<file path="src/sv/bsm_pkg.sv">
// bsm_pkg: shared widths, stage record and booth recoding codes for the booth multiplier
// used by bsm_cell and booth_signed_multiplier_top; no dependencies
`timescale 1ns / 1ps
`default_nettype none

package bsm_pkg;

  // operand width used by the recoding; operand ports stay 32 bits wide
  localparam int OP_W   = 32;
  // accumulator carries one guard bit so the most negative multiplicand is exact
  localparam int ACC_W  = OP_W + 1;
  localparam int IN_W   = 32;
  localparam int PROD_W = 64;

  // recoded action for one multiplier bit pair
  typedef enum logic [1:0] {
    BOOTH_NONE,
    BOOTH_ADD,
    BOOTH_SUB
  } booth_op_t;

  // bit pair {q0, q1} as seen by one cell
  localparam logic [1:0] PAIR_SUB = 2'b10;
  localparam logic [1:0] PAIR_ADD = 2'b01;

  // everything one request carries from cell to cell
  typedef struct packed {
    logic                    valid;
    logic signed [ACC_W-1:0] acc;
    logic        [OP_W-1:0]  q;
    logic                    q1;
    logic signed [ACC_W-1:0] mcand;
  } bsm_stage_t;

endpackage

`default_nettype wire

</file>
<file path="src/sv/bsm_cell.sv">
// bsm_cell: one radix-2 booth step (add or subtract, then arithmetic shift) with its register
// depends on bsm_pkg
`timescale 1ns / 1ps
`default_nettype none

module bsm_cell import bsm_pkg::*; (
  input  logic       clk,
  input  logic       rst_n,
  input  logic       adv,
  input  bsm_stage_t stage_i,
  output bsm_stage_t stage_o
);

  booth_op_t               op;
  logic        [1:0]       pair;
  logic signed [ACC_W-1:0] sum;
  bsm_stage_t              stage_nxt;
  bsm_stage_t              stage_r;

  // recode the low multiplier bit and the bit shifted out last step
  always_comb begin
    pair = {stage_i.q[0], stage_i.q1};
    case (pair)
      PAIR_SUB: op = BOOTH_SUB;
      PAIR_ADD: op = BOOTH_ADD;
      default:  op = BOOTH_NONE;
    endcase
  end

  // add or subtract the multiplicand into the upper half
  always_comb begin
    case (op)
      BOOTH_ADD: sum = stage_i.acc + stage_i.mcand;
      BOOTH_SUB: sum = stage_i.acc - stage_i.mcand;
      default:   sum = stage_i.acc;
    endcase
  end

  // arithmetic shift of the combined accumulator and multiplier
  always_comb begin
    stage_nxt.valid = stage_i.valid;
    stage_nxt.acc   = {sum[ACC_W-1], sum[ACC_W-1:1]};
    stage_nxt.q     = {sum[0], stage_i.q[OP_W-1:1]};
    stage_nxt.q1    = stage_i.q[0];
    stage_nxt.mcand = stage_i.mcand;
  end

  // valid flag is reset, payload follows the pipeline enable
  always_ff @(posedge clk) begin
    if (!rst_n) begin
      stage_r.valid <= 1'b0;
    end else if (adv) begin
      stage_r <= stage_nxt;
    end
  end

  assign stage_o = stage_r;

endmodule

`default_nettype wire

</file>
<file path="config.mk">
export PLATFORM = sky130hd
export DESIGN_NAME = bsm_cell
export DESIGN_NICKNAME = d
export VERILOG_FILES = /design/src/sv/bsm_pkg.sv /design/src/sv/bsm_cell.sv
export SDC_FILE = /design/constraint.sdc
export NUM_CORES = 1
export LEC_CHECK = 0
export BUFFER_PORTS_ARGS = -buffer_cell sky130_fd_sc_hd__buf_2
export CAP_MARGIN = 15
export CORE_MARGIN = 2
export CORE_UTILIZATION = 53
export CTS_BUF_LIST = sky130_fd_sc_hd__clkbuf_8
export DETAILED_ROUTE_END_ITERATION = 8
export GPL_TIMING_DRIVEN = 0
export HOLD_SLACK_MARGIN = 0.12
export MAX_ROUTING_LAYER = met4
export PLACE_DENSITY = 0.81
export SLEW_MARGIN = 20
export SYNTH_ARGS = -nofsm -noshare
export SYNTH_HDL_FRONTEND = slang
export SYNTH_SLANG_ARGS = --single-unit
</file>
<file path="constraint.sdc">
create_clock -name clk -period 4.62 [get_ports clk]
set_input_delay 0.231 -clock clk [delete_from_list [all_inputs] [get_ports clk]]
set_output_delay 0.231 -clock clk [all_outputs]
set_load 0.05 [all_outputs]
</file>
# Word level (Yosys, flattened, before mapping)
# Cells that the tools add are included.
[word_totals] mem_bits_ro=0 latch_bits=0 ramBits=0 word_cells=14 memories=0 register_bits=99
[classes] order_cmp=0 n_mux=2 n_bitwise=0 n_div=0 n_eq_ne=4 multipliers=0 n_addsub=2 n_shift=0 n_reduce_logical=1
[ops] cell="33-bit one-hot mux with 2 select lines" n=1
[ops] cell="33-bit adder" n=1
[ops] cell="33-bit subtractor" n=1
[ops] cell="2-bit by 1-bit equality test with 1-bit output (second input constant)" n=2
[ops] cell="2-bit equality test (second input constant)" n=2
[ops] cell="2-bit one-hot mux with 2 select lines" n=1
[ops] cell="2-bit AND reduction" n=1

# Logic depth before layout (Yosys ltp)
[logic_depth] word_depth=4 depth_mapped=17 ltp_nobuf=15

# Worst setup path after synthesis
# OpenSTA, ideal clock, no wires.
[synth_timing] path_kind="input to register" start="input port stage_i[0] (netlist bit)" end="register stage_r, in the netlist stage_o[94] (data pin)" arrival_ns=3.315 setup_slack_ns=1.035 stages=16 setup_time_ns=0.270 path_cell_list="inv_1 ha_1 or4b_1 clkbuf_1 or3_1 nor2_1 a21oi_1 xnor2_1 ha_1 a21oi_1 o21bai_1 a21oi_1 o21ai_0 a311o_1 a2111oi_2 a211oi_2"
[synth_between] elab_chain_cells=2 word_cells_on_any_way=3 classes_between="add/sub (2); mux (1)"
[synth_lines] element="start: declaration" line_no="bsm_cell.sv:10" source="input bsm_stage_t stage_i,"
[synth_lines] element="33-bit subtractor / 33-bit adder (equally long branches)" line_no="bsm_cell.sv:34, bsm_cell.sv:33"
[synth_lines] element="33-bit one-hot mux with 2 select lines (*)" line_no="bsm_cell.sv:32" source="case (op)"
[synth_lines] element="via sum[29]" line_no="bsm_cell.sv:16" source="logic signed [ACC_W-1:0] sum;"
[synth_lines] element="end signal: assignment" line_no="bsm_cell.sv:53" source="stage_r <= stage_nxt;"
[synth_lines] element="end: declaration" line_no="bsm_cell.sv:18" source="bsm_stage_t stage_r;"
# Mark *: on every way through the listed nets, which the timed path passes. The rest lies on a longest branch.
# A chain may end at the register's enable or synchronous reset.

# Worst setup path in the final report
# Same ends and word-level chain as after synthesis.

==> summary.md <==
| Metric | Value |
|---|---|
| Status | `complete, no violations` |
| Dpl cell area | `7240 µm²` |
| Synth top area cells | `edfxtp_1, ha_1, xnor2_1` |
| CP max FO | `8` |
| Tcrit/Tclk final | `96.6%` |
| Post-synth top area share | `48.9%` |
| Net Sw Frac | `38.4%` |
| Min cycle time layout | `4.46 ns` |
| P_int | `1.74 mW` |
| Cells after synthesis | `565` |
| Largest stage delay on the critical path | `0.53 ns` |
| Drt via density | `5.86` |
| Net switching power | `1.08 mW` |
| Root cell of the clock tree | `clkbuf_8` |
| Final Setup Violations | `0` |
| Core area | `10,900 µm²` |
| Vias in the first global route | `5,650` |
| Clk network pwr share | `23.4%` |
| Req. time, crit path | `4.74 ns` |
| Fin Clk Skew | `0 ns` |
| # rows | `38` |
| Max Cap Viol | `0` |
| Count of warnings emitted by yosys | `0` |
| Count leader, synth | `edfxtp_1` |
| RR Startpoint | `stage_o[99]` |
| Drt first pass iters | `5` |
| CTS tree | `built` |
| Pwr Total | `2.83 mW` |
| R2R setup slack | `4.01 ns` |
| Power Dens Cells | `349 nW/µm²` |
| Crit path from | `stage_i[0]` |
| Vias | `5,769` |
| Clk_lat worst skew | `0.38 ns` |
| GR Overflow Total | `0` |
| Top achievable clock speed | `0.224 GHz` |
| Routability Congestion | `0.953` |
| Type of the worst setup path | `input pin to flop` |
| Final Net Count | `977` |
| Asr flop ratio synth | `0%` |
| Combinational Power Share | `37.5%` |
| Reg2reg path depth | `2` |
| Slew headroom | `58.0%` |
| Primary FF master, synth | `edfxtp_1` |
| Drt total wl | `20.2 mm` |
| N_diodes | `0` |
| Post-Syn Nets | `703` |
| Clock transition at the registers of the reported paths | `0.12 ns` |
| CP bufs+invs | `5` |
| Die Wd | `111 µm` |
| Largest net degree at the start of global routing | `40` |
| Crit path DAT | `4.58 ns` |
| Worst path depth | `18` |
| CTS buffer count | `9` |
| Design area | `8110 µm²` |
| Worst-Margin Slew | `0.630 ns` |
| Final Hold Fails | `0` |
| Share of cells above drive strength 1 | `29.1%` |
| Hold path cells | `3` |
| Num ports | `203` |
| CTS H-tree lvls | `3` |
| Maximum vdd ir drop | `0.000210 V` |
| CP endpoint | `stage_o[94]` |
| Netlist Area Pre-Place | `6010 µm²` |
| Syn Area/Cell | `10.6 µm²` |
| 1st-iter DRT viols | `488` |
| Sequential Power Share | `39.0%` |
| Layout area overhead | `34.9%` |
| Post-synth cell types | `64` |
| Post-placement worst setup slack | `0.318 ns` |
| Routed wire per std cell | `20.5 µm` |
| Most frequent cells after synthesis | `edfxtp_1, a21oi_1, nor2_1, nand2_1, xnor2_1` |
| EDFF count, synth | `98` |
| Antenna Nets Post-Route | `0` |
| Post-synth top area cell | `edfxtp_1` |
| RR Endpoint | `stage_o[99]` |
| Register area share after synthesis | `49.3%` |
| First-pass GRT wire length | `30.9 mm` |
| Startpoint types | `input pin` |
| Top cell family by delay on the critical path | `compound AO/OA/AOI/OAI gates` |
| Synth Register Bits | `99` |
| Worst path cell trace | `dlygate4sd3_1 > buf_2 > inv_1 > ha_1 > or4b_1 > clkbuf_1 > nor4_4 > nor2_1 > xnor2_1 > ha_1 > clkbuf_1 > a21oi_2 > o21ai_0 > a221oi_2 > nor2_1 > a311o_1 > a2111oi_2 > a211oi_2` |
| Die Ht | `111 µm` |
| Dpl hpwl | `13.8 mm` |
| Setup crit end kind | `flop` |
| Tot GR Track Use | `33.2%` |
| Port bufs | `202` |
| Initial antenna violation count | `0` |
| Remaining routing DRC violations | `0` |
| Max Slew Vio Count | `0` |
| Initial Util | `55.0%` |
| Leakage | `3.34 nW` |
| Worst min path class | `input pin to flop` |
| Flip-flop count of the largest register after layout | `99` |
| CTS Buffer Depth | `2` |
| Final worst setup slack | `0.158 ns` |
| Die Area | `12,200 µm²` |
| Slowest stage cell, crit path | `dlygate4sd3_1` |
| Clock sink count | `99` |
## routing by layer
layer / vias up / track usage [%] / part of all wire (%)
met5: - / - / 0
met4: 0 / 9.58 / 2.7
met3: 46 / 5.71 / 7.4
met2: 350 / 56.0 / 50
met1: 2701 / 41.3 / 40
li1: 2672 / - / -
## kinds of logic (layout without fill, tap and decap cells)
logic type	Yosys count	count (layout)	synth area share (%)
adders and majority gates	35	35	7.41
buffers and inverters	40	319	2.62
xor gates and xnor gates	53	53	7.72
DFF	99	99	49.3
muxes	7	7	1.21
and+or+nand+nor	165	165	13.7
AOI/OAI and AO/OA	166	166	18.1
## power groups by stage
| stage | Clock (mW) | Combinational, mW | Sequential [mW] |
|---|---|---|---|
| 6_report | 0.662 | 1.06 | 1.10 |
| 5_1_grt | 0.704 | 1.13 | 1.11 |
| 4_1_cts | 0.648 | 1.03 | 1.10 |
| 3_5_place_dp | 0 | 0.984 | 1.12 |
| 3_3_place_gp | 0 | 0.963 | 1.12 |
| 2_1_floorplan | 0 | 0.466 | 1.38 |
## cell usage in the layout (no fill, tap or decap), types with 4 or more instances in the layout
master,instances
a211oi_1,6
clkbuf_8,9
o21a_1,6
xnor2_1,41
nor2b_1,7
nand2_1,50
a221oi_1,4
buf_2,202
ha_1,34
o211ai_1,6
xor2_1,11
o21ai_0,29
a31oi_1,5
inv_1,22
nand4_1,6
a21o_1,10
dlygate4sd3_1,58
a21oi_1,54
clkbuf_1,13
o31ai_1,4
o21bai_1,6
mux2i_1,5
and2_1,5
o21ai_1,9
a311oi_1,4
and3_1,5
nor3_1,13
edfxtp_1,98
nor2_1,51
## worst reg2reg max path, stage by stage, from the launching register on
cell and delay (ns):
dfxtp_1 0.33, mux2i_1 0.12, nor2b_1 0.06
## stage by stage
stage / hold slack (ns) / util (%) / cells / setup TNS, ns
after global routing: 0.120 / 74.2 / 984 / -0.0376
after detailed placement: 0.409 / 66.2 / 909 / 0
after global placement: 0.407 / 65.8 / 907 / 0
final: 0.119 / 74.2 / 984 / 0
after CTS: 0.124 / 73.6 / 983 / 0
after floorplan: 0.330 / - / 565 / 0
## cell type report
type,instances,area [µm²]
plain buffers,17,71.3
clock buffers,9,124
clock inverters,7,100
fillers,739,2830
inverters,23,86.3
multi-input cells,426,2950
flip-flops and latches,99,2960
well taps,140,175
repair buffers,263,1640
## how the worst min path moves through the flow
stage                        to   startpoint
detailed placement  stage_o[42]  stage_i[43]
CTS                 stage_o[15]  stage_i[15]
floorplan            stage_o[0]   stage_i[0]
global route        stage_o[15]  stage_i[15]
global placement    stage_o[38]  stage_i[39]
finish              stage_o[99]  stage_i[99]
## repair_timing
item	CTS	global route
setup buffers	0	1
gates resized for setup	0	10
endpoints found under the setup margin	0	10
hold buffers	58	0
hold endpoints to repair	58	0
No activity file was read; power rests on OpenSTA's default activity.
